<file path="src/rtl/tsf_pkg.sv">
// Shared types and constants for the timed service queue.
// No dependencies; every other file of the block refers to this package by scoped names.
package tsf_pkg;

   // Default ring depth and the cap on departures reported for one tick.
   localparam int DEPTH_DEFAULT = 16;
   localparam int MAX_RESULTS   = 16;
   localparam int RES_W         = $clog2(MAX_RESULTS);

   // Field widths.
   localparam int ID_W   = 16;
   localparam int TIME_W = 32;
   localparam int SVC_W  = 16;
   localparam int EV_W   = 2;
   localparam int OCC_W  = 5;

   // Input action codes.
   localparam logic ACT_ENQUEUE = 1'b0;
   localparam logic ACT_TICK    = 1'b1;

   // Result event codes.
   localparam logic [EV_W-1:0] EV_ACCEPT = 2'd0;
   localparam logic [EV_W-1:0] EV_FULL   = 2'd1;
   localparam logic [EV_W-1:0] EV_DEPART = 2'd2;

   // One queue entry as held in the ring memory.
   typedef struct packed {
      logic [ID_W-1:0]   customer_id;
      logic [TIME_W-1:0] arrival_time;
      logic [SVC_W-1:0]  service_time;
   } entry_type;

   // One result beat.
   typedef struct packed {
      logic [EV_W-1:0]   event_res;
      logic [ID_W-1:0]   departed_id;
      logic [TIME_W-1:0] wait_time;
      logic              next_valid;
      logic [ID_W-1:0]   next_id;
      logic [OCC_W-1:0]  occupancy;
      logic              last;
   } rsp_type;

endpackage

</file>
<file path="src/rtl/tsf_channel_if.sv">
// Valid/ready channel interfaces for the request and response sides of the queue.
// Depends on tsf_pkg for field widths.
interface tsf_req_if;
   logic                         valid;
   logic                         ready;
   logic                         action;
   logic [tsf_pkg::ID_W-1:0]     customer_id;
   logic [tsf_pkg::TIME_W-1:0]   arrival_time;
   logic [tsf_pkg::SVC_W-1:0]    service_time;
   logic [tsf_pkg::TIME_W-1:0]   current_time;

   modport source (output valid, action, customer_id, arrival_time, service_time,
                   current_time, input ready);
   modport sink (input valid, action, customer_id, arrival_time, service_time,
                 current_time, output ready);
endinterface

interface tsf_rsp_if;
   logic                         valid;
   logic                         ready;
   logic [tsf_pkg::EV_W-1:0]     event_res;
   logic [tsf_pkg::ID_W-1:0]     departed_id;
   logic [tsf_pkg::TIME_W-1:0]   wait_time;
   logic                         next_valid;
   logic [tsf_pkg::ID_W-1:0]     next_id;
   logic [tsf_pkg::OCC_W-1:0]    occupancy;
   logic                         last;

   modport source (output valid, event_res, departed_id, wait_time, next_valid, next_id,
                   occupancy, last, input ready);
   modport sink (input valid, event_res, departed_id, wait_time, next_valid, next_id,
                 occupancy, last, output ready);
endinterface

</file>
<file path="src/rtl/tsf_store.sv">
// Ring memory of queue entries: one write port, one read port, registered read data.
// Depends on tsf_pkg for the entry type.
module tsf_store #(
   parameter int  DEPTH = tsf_pkg::DEPTH_DEFAULT,
   localparam int PTR_W = $clog2(DEPTH)
) (
   input  logic                clock,
   input  logic                wr_en,
   input  logic [PTR_W-1:0]    wr_addr,
   input  tsf_pkg::entry_type  wr_data,
   input  logic                rd_en,
   input  logic [PTR_W-1:0]    rd_addr,
   output tsf_pkg::entry_type  rd_data
);

   tsf_pkg::entry_type mem_ff [DEPTH];
   tsf_pkg::entry_type rd_data_ff;

   // Write port.
   always_ff @(posedge clock) begin
      if (wr_en) begin
         mem_ff[wr_addr] <= wr_data;
      end
   end

   // Registered read port; data holds until the next read.
   always_ff @(posedge clock) begin
      if (rd_en) begin
         rd_data_ff <= mem_ff[rd_addr];
      end
   end

   assign rd_data = rd_data_ff;

endmodule

</file>
<file path="src/rtl/timed_service_fifo_unit.sv">
// Top level of the timed service queue: sequencer, head cache and result register.
// Depends on tsf_pkg, the channel interfaces in tsf_channel_if and the tsf_store memory.
//
//   Channel   Dir   Beat contents
//   req_bus   in    action, customer_id, arrival_time, service_time, current_time
//   rsp_bus   out   event_res, departed_id, wait_time, next_valid, next_id, occupancy, last
//
// An enqueue beat yields its result beat in the next cycle.
// A tick beat holds the request side while the head is tested and then while each departure
// is sent (at most 16 departures), paced by the single read port of the entry memory,
// which fetches the next head while one departs.
// A stalled response side holds the request side for longer still.
// Reset (synchronous) empties the queue; the entry memory itself is not cleared.
module timed_service_fifo_unit #(
   parameter int DEPTH = tsf_pkg::DEPTH_DEFAULT
) (
   input  logic        clock,
   input  logic        reset,
   tsf_req_if.sink     req_bus,
   tsf_rsp_if.source   rsp_bus
);

   localparam int PTR_W = $clog2(DEPTH);
   localparam int CNT_W = $clog2(DEPTH + 1);
   localparam int RES_W = tsf_pkg::RES_W;

   localparam logic [1:0] ST_IDLE  = 2'd0;
   localparam logic [1:0] ST_CHECK = 2'd1;
   localparam logic [1:0] ST_FETCH = 2'd2;

   // Advance a ring pointer, wrapping at DEPTH.
   function automatic logic [PTR_W-1:0] ring_next(input logic [PTR_W-1:0] p);
      logic [PTR_W-1:0] r;
      if (p == PTR_W'(DEPTH - 1)) begin
         r = '0;
      end else begin
         r = p + 1'b1;
      end
      return r;
   endfunction

   logic [1:0]                  state_ff, state_in;
   logic [PTR_W-1:0]            head_ptr_ff, head_ptr_in;
   logic [PTR_W-1:0]            tail_ptr_ff, tail_ptr_in;
   logic [CNT_W-1:0]            count_ff, count_in;
   logic [tsf_pkg::TIME_W-1:0]  finish_ff, finish_in;
   logic [tsf_pkg::TIME_W-1:0]  now_ff, now_in;
   logic [RES_W-1:0]            dep_cnt_ff, dep_cnt_in;
   tsf_pkg::entry_type          head_ff, head_in;
   logic                        rsp_valid_ff, rsp_valid_in;
   tsf_pkg::rsp_type            out_ff, out_in;

   logic                        out_free;
   logic                        req_fire;
   logic                        is_full;
   logic                        finish_hit;
   logic [CNT_W-1:0]            count_dec;
   logic [tsf_pkg::TIME_W-1:0]  new_finish;
   logic                        emit;
   logic                        dep_last;
   logic                        wr_en;
   tsf_pkg::entry_type          wr_data;
   logic                        rd_en;
   logic [PTR_W-1:0]            rd_addr;
   tsf_pkg::entry_type          rd_data;

   // Entry memory.
   tsf_store #(.DEPTH(DEPTH)) u_store (
      .clock   (clock),
      .wr_en   (wr_en),
      .wr_addr (tail_ptr_ff),
      .wr_data (wr_data),
      .rd_en   (rd_en),
      .rd_addr (rd_addr),
      .rd_data (rd_data)
   );

   // Handshake and shared terms.
   assign out_free      = !rsp_valid_ff || rsp_bus.ready;
   assign req_bus.ready = (state_ff == ST_IDLE) && out_free;
   assign req_fire      = req_bus.valid && req_bus.ready;
   assign is_full       = (count_ff == CNT_W'(DEPTH));
   assign finish_hit    = (count_ff != '0) && (finish_ff <= now_ff);
   assign count_dec     = count_ff - 1'b1;
   assign new_finish    = now_ff + tsf_pkg::TIME_W'(rd_data.service_time);
   assign emit          = (state_ff == ST_FETCH) && out_free;
   assign dep_last      = (dep_cnt_ff == RES_W'(tsf_pkg::MAX_RESULTS - 1)) ||
                          (count_dec == '0) || (new_finish > now_ff);

   // Enqueue write goes to the tail entry.
   assign wr_en   = req_fire && (req_bus.action == tsf_pkg::ACT_ENQUEUE) && !is_full;
   assign wr_data = '{customer_id:  req_bus.customer_id,
                      arrival_time: req_bus.arrival_time,
                      service_time: req_bus.service_time};

   // The read always fetches the entry behind the head as it will stand after this cycle.
   assign rd_addr = ring_next(head_ptr_in);

   // Sequencer and queue bookkeeping.
   always_comb begin
      state_in     = state_ff;
      head_ptr_in  = head_ptr_ff;
      tail_ptr_in  = tail_ptr_ff;
      count_in     = count_ff;
      finish_in    = finish_ff;
      now_in       = now_ff;
      dep_cnt_in   = dep_cnt_ff;
      head_in      = head_ff;
      rsp_valid_in = rsp_valid_ff && !rsp_bus.ready;
      out_in       = out_ff;
      rd_en        = 1'b0;

      case (state_ff)
         ST_IDLE: begin
            if (req_fire) begin
               if (req_bus.action == tsf_pkg::ACT_TICK) begin
                  now_in     = req_bus.current_time;
                  dep_cnt_in = '0;
                  state_in   = ST_CHECK;
               end else begin
                  if (!is_full) begin
                     tail_ptr_in = ring_next(tail_ptr_ff);
                     count_in    = count_ff + 1'b1;
                     if (count_ff == '0) begin
                        finish_in = req_bus.current_time +
                                    tsf_pkg::TIME_W'(req_bus.service_time);
                        head_in   = wr_data;
                     end
                  end
                  rsp_valid_in = 1'b1;
                  out_in = '{event_res:   is_full ? tsf_pkg::EV_FULL : tsf_pkg::EV_ACCEPT,
                             departed_id: '0,
                             wait_time:   '0,
                             next_valid:  1'b0,
                             next_id:     '0,
                             occupancy:   tsf_pkg::OCC_W'(count_in),
                             last:        1'b1};
               end
            end
         end
         ST_CHECK: begin
            // Start fetching the following entry when the head has finished.
            if (finish_hit) begin
               rd_en    = 1'b1;
               state_in = ST_FETCH;
            end else begin
               state_in = ST_IDLE;
            end
         end
         ST_FETCH: begin
            // Retire the cached head; the fetched entry becomes the new head.
            if (emit) begin
               rsp_valid_in = 1'b1;
               out_in = '{event_res:   tsf_pkg::EV_DEPART,
                          departed_id: head_ff.customer_id,
                          wait_time:   now_ff - head_ff.arrival_time -
                                       tsf_pkg::TIME_W'(head_ff.service_time),
                          next_valid:  (count_dec != '0),
                          next_id:     (count_dec != '0) ? rd_data.customer_id : '0,
                          occupancy:   tsf_pkg::OCC_W'(count_dec),
                          last:        dep_last};
               head_ptr_in = ring_next(head_ptr_ff);
               count_in    = count_dec;
               head_in     = rd_data;
               dep_cnt_in  = dep_cnt_ff + 1'b1;
               if (count_dec != '0) begin
                  finish_in = new_finish;
               end
               if (dep_last) begin
                  state_in = ST_IDLE;
               end else begin
                  rd_en = 1'b1;
               end
            end
         end
         default: begin
            state_in = ST_IDLE;
         end
      endcase
   end

   // Control registers.
   always_ff @(posedge clock) begin
      if (reset) begin
         state_ff     <= ST_IDLE;
         head_ptr_ff  <= '0;
         tail_ptr_ff  <= '0;
         count_ff     <= '0;
         finish_ff    <= '0;
         rsp_valid_ff <= 1'b0;
      end else begin
         state_ff     <= state_in;
         head_ptr_ff  <= head_ptr_in;
         tail_ptr_ff  <= tail_ptr_in;
         count_ff     <= count_in;
         finish_ff    <= finish_in;
         rsp_valid_ff <= rsp_valid_in;
      end
   end

   // Payload registers.
   always_ff @(posedge clock) begin
      now_ff     <= now_in;
      dep_cnt_ff <= dep_cnt_in;
      head_ff    <= head_in;
      out_ff     <= out_in;
   end

   // Response beat.
   assign rsp_bus.valid       = rsp_valid_ff;
   assign rsp_bus.event_res   = out_ff.event_res;
   assign rsp_bus.departed_id = out_ff.departed_id;
   assign rsp_bus.wait_time   = out_ff.wait_time;
   assign rsp_bus.next_valid  = out_ff.next_valid;
   assign rsp_bus.next_id     = out_ff.next_id;
   assign rsp_bus.occupancy   = out_ff.occupancy;
   assign rsp_bus.last        = out_ff.last;

   // The entry count never passes the ring depth.
   a_count_bound: assert property (@(posedge clock) disable iff (reset)
      count_ff <= CNT_W'(DEPTH))
      else $error("entry count above ring depth");

   // An accepted enqueue into a queue that is not full adds exactly one entry.
   a_enqueue_count: assert property (@(posedge clock) disable iff (reset)
      wr_en |=> (count_ff == $past(count_ff) + 1'b1))
      else $error("enqueue did not add one entry");

   // Each departure removes one entry and leaves a beat on the response side.
   a_depart_count: assert property (@(posedge clock) disable iff (reset)
      emit |=> ((count_ff == $past(count_ff) - 1'b1) && rsp_bus.valid))
      else $error("departure bookkeeping mismatch");

endmodule

</file>
<file path="src/flat_wrapper.sv">
// flat-port wrapper written by rule: the top's interface ports become plain ports
module timed_service_fifo_unit_flat 
#(
   parameter int DEPTH = tsf_pkg::DEPTH_DEFAULT
)
  (clock, reset, req_bus_valid, req_bus_action, req_bus_customer_id, req_bus_arrival_time, req_bus_service_time, req_bus_current_time, req_bus_ready, rsp_bus_valid, rsp_bus_event_res, rsp_bus_departed_id, rsp_bus_wait_time, rsp_bus_next_valid, rsp_bus_next_id, rsp_bus_occupancy, rsp_bus_last, rsp_bus_ready);
  tsf_req_if req_bus_i ();
  tsf_rsp_if rsp_bus_i ();
  input  logic clock;
  input  logic reset;
  input wire logic [$bits(req_bus_i.valid)-1:0] req_bus_valid;
  input wire logic [$bits(req_bus_i.action)-1:0] req_bus_action;
  input wire logic [$bits(req_bus_i.customer_id)-1:0] req_bus_customer_id;
  input wire logic [$bits(req_bus_i.arrival_time)-1:0] req_bus_arrival_time;
  input wire logic [$bits(req_bus_i.service_time)-1:0] req_bus_service_time;
  input wire logic [$bits(req_bus_i.current_time)-1:0] req_bus_current_time;
  output wire logic [$bits(req_bus_i.ready)-1:0] req_bus_ready;
  output wire logic [$bits(rsp_bus_i.valid)-1:0] rsp_bus_valid;
  output wire logic [$bits(rsp_bus_i.event_res)-1:0] rsp_bus_event_res;
  output wire logic [$bits(rsp_bus_i.departed_id)-1:0] rsp_bus_departed_id;
  output wire logic [$bits(rsp_bus_i.wait_time)-1:0] rsp_bus_wait_time;
  output wire logic [$bits(rsp_bus_i.next_valid)-1:0] rsp_bus_next_valid;
  output wire logic [$bits(rsp_bus_i.next_id)-1:0] rsp_bus_next_id;
  output wire logic [$bits(rsp_bus_i.occupancy)-1:0] rsp_bus_occupancy;
  output wire logic [$bits(rsp_bus_i.last)-1:0] rsp_bus_last;
  input wire logic [$bits(rsp_bus_i.ready)-1:0] rsp_bus_ready;
  assign req_bus_i.valid = req_bus_valid;
  assign req_bus_i.action = req_bus_action;
  assign req_bus_i.customer_id = req_bus_customer_id;
  assign req_bus_i.arrival_time = req_bus_arrival_time;
  assign req_bus_i.service_time = req_bus_service_time;
  assign req_bus_i.current_time = req_bus_current_time;
  assign req_bus_ready = req_bus_i.ready;
  assign rsp_bus_valid = rsp_bus_i.valid;
  assign rsp_bus_event_res = rsp_bus_i.event_res;
  assign rsp_bus_departed_id = rsp_bus_i.departed_id;
  assign rsp_bus_wait_time = rsp_bus_i.wait_time;
  assign rsp_bus_next_valid = rsp_bus_i.next_valid;
  assign rsp_bus_next_id = rsp_bus_i.next_id;
  assign rsp_bus_occupancy = rsp_bus_i.occupancy;
  assign rsp_bus_last = rsp_bus_i.last;
  assign rsp_bus_i.ready = rsp_bus_ready;
  timed_service_fifo_unit #(.DEPTH(DEPTH)) u_core (.clock(clock), .reset(reset), .req_bus(req_bus_i), .rsp_bus(rsp_bus_i));
endmodule
</file>
<file path="config.mk">
export PLATFORM = sky130hd
export DESIGN_NAME = timed_service_fifo_unit_flat
export DESIGN_NICKNAME = d
export VERILOG_FILES = /design/src/rtl/tsf_pkg.sv /design/src/rtl/tsf_channel_if.sv /design/src/rtl/tsf_store.sv /design/src/rtl/timed_service_fifo_unit.sv /design/src/flat_wrapper.sv
export SDC_FILE = /design/constraint.sdc
export NUM_CORES = 2
export LEC_CHECK = 0
export BUFFER_PORTS_ARGS = -buffer_cell sky130_fd_sc_hd__buf_2
export CORE_ASPECT_RATIO = 1.1
export CORE_MARGIN = 3
export CORE_UTILIZATION = 45
export CTS_CLUSTER_DIAMETER = 50
export DETAILED_ROUTE_END_ITERATION = 8
export GPL_TIMING_DRIVEN = 0
export PLACE_DENSITY = 0.66
export RECOVER_POWER = 25
export SKIP_LAST_GASP = 1
export SLEW_MARGIN = 20
export SYNTH_ARGS = -nofsm -noshare
export SYNTH_HDL_FRONTEND = slang
export SYNTH_HIERARCHICAL = 1
export SYNTH_SLANG_ARGS = --single-unit
</file>
<file path="constraint.sdc">
create_clock -name clock -period 9.4 [get_ports clock]
set_clock_uncertainty 0.1 [all_clocks]
set_input_delay 0.94 -clock clock [delete_from_list [all_inputs] [get_ports clock]]
set_output_delay 0.94 -clock clock [all_outputs]
set_load 0.005 [all_outputs]
</file>
Yosys cells after proc, flatten, opt, wreduce, memory -nomap -nowiden:

Memory sizes are Yosys's and may differ from the RTL's. A register that Yosys moved wholly into a read port is not among the register bits.
Index checks and enable logic that the tools add are counted.

* flip-flop bits (word level): 221
* memory bits (writable): 1024
* bits of input ports: 101
* output and inout port bits: 75
* logic and storage cells: 123
* memories: 1

Memories
* u_core.u_store.mem_ff: words 16, bits a word 64, rd ports 1, clocked after memory_dff 1, write ports 1, line tsf_store.sv:16 `tsf_pkg::entry_type mem_ff [DEPTH];`

* add/sub/neg operators: 10
* $lt $le $gt $ge: 2
* equal/unequal tests: 15
* muxes and demuxes: 49
* bitwise logic cells: 2
* reduce and logical (&&, ||, !) cells: 26

Operators with widths (number)
* 64-bit two-way mux: 5
* 73-bit two-way mux: 3
* 32-bit two-way mux: 6
* 73-bit one-hot mux with 2 select lines: 1
* 64-bit one-hot mux with 2 select lines: 1
* 32-bit by 16-bit adder with 32-bit output: 2
* 32-bit one-hot mux with 2 select lines: 1
* 32-bit greater-than comparator: 1
* 32-bit <= comparator: 1
* 4-bit two-way mux: 8
* 32-bit by 16-bit subtractor with 32-bit output: 1
* 32-bit subtractor: 1
* 5-bit two-way mux: 4
* 4-bit by 1-bit adder with 4-bit output (second input constant): 4
* 4-bit == test (second input constant): 4
* 16-bit two-way mux: 1
* 4-bit AND reduction: 4
* 5-bit zero test: 2
* 2-bit two-way mux: 5
* 2-bit != test (second input constant): 5
* 5-bit one-hot mux with 2 select lines: 1
* 5-bit nonzero test: 2
* 1-bit two-way mux: 9
* 4-bit one-hot mux with 2 select lines: 1
* other kinds (17): 31

Depth between registers and ports, before layout:

* depth in word-level cells: 8
* depth in mapped cells: 24
* gate-level depth less buffers: 24

By module:

The synthesis kept the hierarchy.

Modules (own cells, without submodules)
* tsf_store: instances 1, cells an instance 1647, area each 40222.3 um^2, seq. area each 32671.3 um^2
* timed_service_fifo_unit: instances 1, cells an instance 1430, area each 14702.9 um^2, seq. area each 6155.9 um^2

Worst setup path before layout:

Ideal clock, no wire load.

* path kind: flip-flop to flip-flop
* from: reg u_core/now_ff[0] (netlist name)
* to: reg u_core/u_store/rd_data[0] (netlist name)
* setup time: 0.584 ns
* data arrival time: 9.369 ns
* required time: 8.716 ns
* path slack: -0.653 ns
* cell stages (with the launch flop): 25
* buffers on the path: 0
* period minus slack after synthesis: 10.053 ns
* cell sequence: edfxtp_1 > ha_1 > fa_1 > a21o_1 > a21oi_1 > o211ai_1 > a21oi_1 > o21bai_1 > a2111oi_0 > o31a_1 > o21bai_1 > a21oi_1 > nand2b_1 > nor2_1 > ha_1 > nor2b_1 > xnor2_1 > o21ai_0 > a21o_2 > a21oi_1 > o41ai_1 > a21oi_1 > o22ai_2 > nand3_1 > a21boi_0

* longest elaborated chain between the ends: 6
* elaborated cells between the ends (all ways): 9
* classes of those cells: add/sub (1); order compare (2); mux (4); reduce/logical (2)

Ends and longest elaborated chain
* start, declared: line timed_service_fifo_unit.sv:47 `logic [tsf_pkg::TIME_W-1:0] now_ff, now_in;`
* start signal, assigned: line timed_service_fifo_unit.sv:203 `now_ff <= now_in;`
* 32-bit by 16-bit adder with 32-bit output: line timed_service_fifo_unit.sv:85 `assign new_finish = now_ff + tsf_pkg::TIME_W'(rd_data.service_time);`
* 32-bit greater-than comparator: line timed_service_fifo_unit.sv:88 `(count_dec == '0) || (new_finish > now_ff);`
* 1-bit logical OR: line timed_service_fifo_unit.sv:88
* 1-bit two-way mux: line timed_service_fifo_unit.sv:169 `if (dep_last) begin`
* 1-bit two-way mux: line timed_service_fifo_unit.sv:152 `if (emit) begin`
* 1-bit one-hot mux with 2 select lines *: line timed_service_fifo_unit.sv:113 `case (state_ff)`
* via u_core.rd_en: line timed_service_fifo_unit.sv:63 `logic rd_en;`

Mark *: on every way through the listed nets, which the timed path passes. The rest lies on a longest branch.
A chain may end at the register's enable or synchronous reset.

Worst setup path in the final report:

* from: reg u_core/now_ff[0] (netlist name)
* to: reg u_core/u_store/rd_data[55] (netlist name)

* longest elaborated chain between the ends: 6
* elaborated cells between the ends (all ways): 9
* classes of those cells: add/sub (1); order compare (2); mux (4); reduce/logical (2)

Ends and longest elaborated chain (line)
* 32-bit by 16-bit adder with 32-bit output: timed_service_fifo_unit.sv:85
* 32-bit greater-than comparator: timed_service_fifo_unit.sv:88
* 1-bit logical OR: timed_service_fifo_unit.sv:88
* 1-bit two-way mux: timed_service_fifo_unit.sv:169
* 1-bit two-way mux: timed_service_fifo_unit.sv:152
* 1-bit one-hot mux with 2 select lines *: timed_service_fifo_unit.sv:113
* via u_core.rd_en: timed_service_fifo_unit.sv:63

Marks and branches as above.

==> impl_results.html <==
<table>
<tr><th>Metric</th><th>Value</th></tr>
<tr><th colspan="2">Status</th></tr>
<tr><td>Status</td><td>completed</td></tr>
<tr><th colspan="2">Logic synthesis</th></tr>
<tr><td>Leading register cell type out of synthesis</td><td>edfxtp_1</td></tr>
<tr><td>Most common library cells after synthesis</td><td>1261 x edfxtp_1, 256 x mux4_2, 147 x nand2_1</td></tr>
<tr><td>Synthesis-stage register bit count</td><td>~1300</td></tr>
<tr><td>Leading post-synthesis cells by cell area</td><td>edfxtp_1 69%, mux4_2 10%, ha_1 3.3%</td></tr>
<tr><td>Largest area contributor in the netlist</td><td>edfxtp_1</td></tr>
<tr><td>Cell with the most instances after synthesis</td><td>edfxtp_1</td></tr>
<tr><td>Syn avg cell area</td><td>17.9 um2</td></tr>
<tr><td>Synth unique cells</td><td>76</td></tr>
<tr><td>Number of enable flip-flop cells after synthesis</td><td>1261</td></tr>
<tr><td>Area fraction of the dominant cell type after synthesis</td><td>68.9%</td></tr>
<tr><td>Part of the Yosys area used for sequential elements</td><td>70.7%</td></tr>
<tr><td>Synthesized Nets</td><td>roughly 3300</td></tr>
<tr><td>Share of synthesized registers carrying an async set or reset</td><td>0%</td></tr>
<tr><td>Instance count of the mapped netlist</td><td>3077</td></tr>
<tr><td>Count of synthesis-stage warnings from yosys</td><td>6</td></tr>
<tr><td>Netlist area before placement</td><td>54900 um2</td></tr>
<tr><th colspan="2">Die</th></tr>
<tr><td>Starting utilization of the core area</td><td>a little under half</td></tr>
<tr><td>Die W</td><td>339 um</td></tr>
<tr><td>Die footprint</td><td>126000 um2</td></tr>
<tr><td>Core outline area</td><td>approximately 120000 um2</td></tr>
<tr><td>Die H</td><td>between 300 and 400 um</td></tr>
<tr><td>Top-level port count</td><td>176</td></tr>
<tr><td>Cell row count</td><td>133</td></tr>
<tr><th colspan="2">Drt</th></tr>
<tr><td>Routed vias</td><td>30800</td></tr>
<tr><td>Total DRC errors in the routed layout</td><td>0</td></tr>
<tr><td>Residual antenna-violating net count after detailed routing</td><td>0</td></tr>
<tr><td>Mean number of vias per cell</td><td>approximately 6</td></tr>
<tr><td>Average detailed-routed wire length per instance</td><td>27.6 um</td></tr>
<tr><td>Number of DRC violations after detailed-routing iteration 0</td><td>3136</td></tr>
<tr><td>First drt pass iteration count</td><td>7</td></tr>
<tr><td>Total routed wirelength</td><td>144000 um</td></tr>
<tr><th colspan="2">Placement</th></tr>
<tr><td>HPWL after detailed placement</td><td>between 90000 and 100000 um</td></tr>
<tr><td>RePlAce Congestion</td><td>around 0.90</td></tr>
<tr><td>Number of buffers inserted by port buffering</td><td>174</td></tr>
<tr><td>Minimum setup slack after placement</td><td>2.09 ns</td></tr>
<tr><td>Placed inst area</td><td>a little under 60000 um2</td></tr>
<tr><th colspan="2">STA</th></tr>
<tr><td>Unrepaired setup endpoints after global routing</td><td>false</td></tr>
<tr><td>Hold violation count in the final report</td><td>0</td></tr>
<tr><td>Post-route fraction of the period consumed by the critical path</td><td>78.9%</td></tr>
<tr><td>Final count of pins violating max slew</td><td>0</td></tr>
<tr><td>Maximum achievable frequency</td><td>approximately 130 MHz</td></tr>
<tr><td>Worst-case setup margin in the final layout</td><td>1.98 ns</td></tr>
<tr><td>Normalized max-slew margin</td><td>16.0%</td></tr>
<tr><td>Final-layout setup total negative slack</td><td>0 ns</td></tr>
<tr><td>Worst Hold Slack</td><td>around 0.32 ns</td></tr>
<tr><td>Least-Margin Pin Slew</td><td>between 1 and 1.5 ns</td></tr>
<tr><td>Count of endpoints failing setup in the final report</td><td>0</td></tr>
<tr><td>Post-layout minimum cycle time</td><td>7.42 ns</td></tr>
<tr><th colspan="2">Setup path</th></tr>
<tr><td>Required time at the endpoint of the critical path</td><td>9.75 ns</td></tr>
<tr><td>Flop-to-flop setup slack</td><td>1.98 ns</td></tr>
<tr><td>Origin of the critical flop-to-flop path</td><td>u_core/now_ff[0]$_DFFE_PP_</td></tr>
<tr><td>Depth of the most critical reg-to-reg path</td><td>27</td></tr>
<tr><td>Startpoint Class</td><td>flip-flop</td></tr>
<tr><td>Highest net fanout along the worst path</td><td>14</td></tr>
<tr><td>CP Data Arrival Time</td><td>7.76 ns</td></tr>
<tr><td>Critical setup path kind</td><td>flip-flop to flip-flop</td></tr>
<tr><td>CP endpoint kind</td><td>flip-flop</td></tr>
<tr><td>Critical register-to-register path endpoint</td><td>u_core/u_store/rd_data[55]$_DFFE_PP_</td></tr>
<tr><th colspan="2">Clock network</th></tr>
<tr><td>Total setup buffers inserted after CTS</td><td>0</td></tr>
<tr><td>Clock latency at the later pin of the worst-skew pair</td><td>0.76 ns</td></tr>
<tr><td>Clock sink total</td><td>1309</td></tr>
<tr><td>Buffers from clock root to sink, at most</td><td>3</td></tr>
<tr><td>Maximum level of the CTS H-tree</td><td>4</td></tr>
<tr><td>CTS clk-pin slew, worst paths</td><td>0.05 ns</td></tr>
<tr><td>Number of buffers added by the clock tree synthesis step</td><td>140</td></tr>
<tr><td>Hold_buf cts</td><td>0</td></tr>
<tr><td># resized after CTS</td><td>0</td></tr>
<tr><td>CTS tree</td><td>yes</td></tr>
<tr><td>CTS root buffer</td><td>clkbuf_16</td></tr>
<tr><th colspan="2">Global route</th></tr>
<tr><td>Overall fraction of global-route tracks in use</td><td>22.8%</td></tr>
<tr><td>Via count of the first global-routing pass</td><td>between 30000 and 40000</td></tr>
<tr><td>Total overflow reported by the global router</td><td>0</td></tr>
<tr><td>Largest net degree at the start of global routing</td><td>between 40 and 50</td></tr>
<tr><td>Number of antenna violations at the first check in global routing</td><td>16</td></tr>
<tr><td>First-pass GRT wire length</td><td>210000 um</td></tr>
<tr><th colspan="2">Hold path</th></tr>
<tr><td>Hold WC Path Type</td><td>primary input to flip-flop</td></tr>
<tr><td>Worst Hold Launch</td><td>req_bus_current_time[0]</td></tr>
<tr><td>Hold path endpoint</td><td>u_core/now_ff[0]$_DFFE_PP_</td></tr>
<tr><td>Hold depth</td><td>1</td></tr>
<tr><th colspan="2">Power</th></tr>
<tr><td>Pwr Total</td><td>around 0.014 W</td></tr>
<tr><td>Ratio of total power to cell area</td><td>roughly 220 nW/um2</td></tr>
<tr><td>Max rail drop VDD</td><td>196 uV</td></tr>
<tr><td>Leakage power summed over all cells</td><td>21.6 nW</td></tr>
<tr><th colspan="2">Final layout</th></tr>
<tr><td>Share of layout cells above drive strength 1</td><td>22.3%</td></tr>
<tr><td>Number of nets in the layout</td><td>3753</td></tr>
<tr><td>Layout Area Growth over Synthesis</td><td>16.6%</td></tr>
<tr><td>Final standard cell area without fillers</td><td>64100 um2</td></tr>
<tr><td>Filler cells</td><td>9430</td></tr>
<tr><th colspan="2">Flow run</th></tr>
<tr><td>Max-cap check violation count</td><td>0</td></tr>
</table>
worst max path at each step:
stage,start,end,depth (start not counted)
2_1_floorplan,u_core/now_ff[0]$_DFFE_PP_,u_core/u_store/rd_data[0]$_DFFE_PP_,24
3_3_place_gp,rsp_bus_ready,u_core/u_store/mem_ff[12][58]$_DFFE_PP_,6
3_5_place_dp,u_core/now_ff[0]$_DFFE_PP_,u_core/u_store/rd_data[56]$_DFFE_PP_,27
4_1_cts,u_core/now_ff[0]$_DFFE_PP_,u_core/u_store/rd_data[55]$_DFFE_PP_,27
5_1_grt,u_core/now_ff[0]$_DFFE_PP_,u_core/u_store/rd_data[19]$_DFFE_PP_,27
6_report,u_core/now_ff[0]$_DFFE_PP_,u_core/u_store/rd_data[55]$_DFFE_PP_,27
flip-flops by register name (all words and copies together), names as in the netlist:
name / cells
u_core/u_store/rd_data: 64
u_core/state_ff: 2
u_core/rsp_bus.wait_time: 32
u_core/rsp_bus.occupancy: 5
u_core/rsp_bus.valid: 1
u_core/rsp_bus.next_valid: 1
u_core/tail_ptr_ff: 4
u_core/rsp_bus.event_res: 2
u_core/finish_ff: 32
u_core/rsp_bus.next_id: 16
u_core/dep_cnt_ff: 4
u_core/count_ff: 5
u_core/now_ff: 32
u_core/u_store/mem_ff: 1024
u_core/head_ptr_ff: 4
u_core/rsp_bus.last: 1
u_core/rsp_bus.departed_id: 16
u_core/head_ff: 64
power by group:
group          total [W]  internal, W  switching (W)  leakage [nW]
registers        0.00667      0.00659      0.0000825          11.8
clock network    0.00546      0.00318        0.00228          2.21
logic            0.00168     0.000683        0.00100          7.63
cell type report:
cell class / count / area (um2) / share of cell area [%]
flip-flops and latches: 1309 / 38800 / 60.6
clock inverters: 82 / 812 / 1.27
plain buffers: 125 / 626 / 0.977
clock buffers: 166 / 3730 / 5.82
repair buffers: 269 / 2390 / 3.74
well taps: 1620 / 2030 / 3.16
multi-input cells: 1517 / 15100 / 23.7
diodes: 5 / 12.5 / 0.0195
inverters: 126 / 478 / 0.746
metrics by stage:
stage	util (%)	instances
detailed placement	49.5	4966
CTS	53.3	5214
global route	53.2	5215
floorplan	-	3077
finish	53.2	5219
global placement	48.1	4871
placed cells by master (no fill, tap or decap), drive strengths merged, types with 8 or more instances in the layout:
| master | n |
|---|---|
| and2 | 39 |
| a21o | 45 |
| a31oi | 11 |
| buf | 252 |
| clkinvlp | 8 |
| bufinv | 12 |
| o21a | 11 |
| fa | 18 |
| clkbuf | 308 |
| edfxtp | 1261 |
| nor3 | 32 |
| nor2 | 128 |
| a211oi | 21 |
| ha | 146 |
| nand2 | 147 |
| dfxtp | 48 |
| a21oi | 82 |
| o21ai | 74 |
| clkinv | 47 |
| nand3 | 26 |
| xnor2 | 45 |
| or3 | 8 |
| nor2b | 23 |
| mux4 | 256 |
| inv | 141 |
| mux2i | 11 |
| nand4 | 23 |
| nand2b | 23 |
| xor2 | 35 |
| a22oi | 130 |
| mux2 | 65 |
| o211ai | 17 |
| and3 | 12 |
worst max-delay path, cell delays in order, from the launching register on:
cell and delay [ns]:
edfxtp_1 0.51, ha_1 0.30, fa_1 0.41, a21o_1 0.17, a21oi_1 0.28, o211ai_1 0.14
a21oi_1 0.25, o21bai_1 0.13, a2111oi_0 0.67, o31a_1 0.29, o21bai_1 0.08, a21oi_1 0.18
nand2b_1 0.37, nor2_1 0.08, ha_1 0.32, nor2b_1 0.16, xnor2_1 0.12, o21ai_0 0.25
a21o_2 0.14, a21oi_1 0.06, o41ai_1 0.37, a21oi_1 0.13, o22ai_2 0.28, nand3_1 0.18
a21boi_4 0.53, buf_16 0.23, buf_16 0.16, buf_8 0.18
cell families (layout without fill, tap and decap cells):
group	count (synthesis)	count (layout)	share of synthesized area (%)
compound gates	455	455	5.82
other cells	0	5	0
fa+ha+maj	164	164	3.98
buf+inv	251	768	2.00
simple gates	486	486	4.20
flops	1309	1309	70.7
xor+xnor	80	80	1.28
mux	332	332	12.0
metal layers:
layer / up-vias / wire (um) / GRT usage (%)
li1: 13200 / - / -
met1: 16000 / 57100 / 30.5
met2: 1392 / 70600 / 38.0
met3: 235 / 12300 / 4.63
met4: 4 / 3950 / 6.82
met5: - / 26 / 0
(Power assumes the default switching activity.)
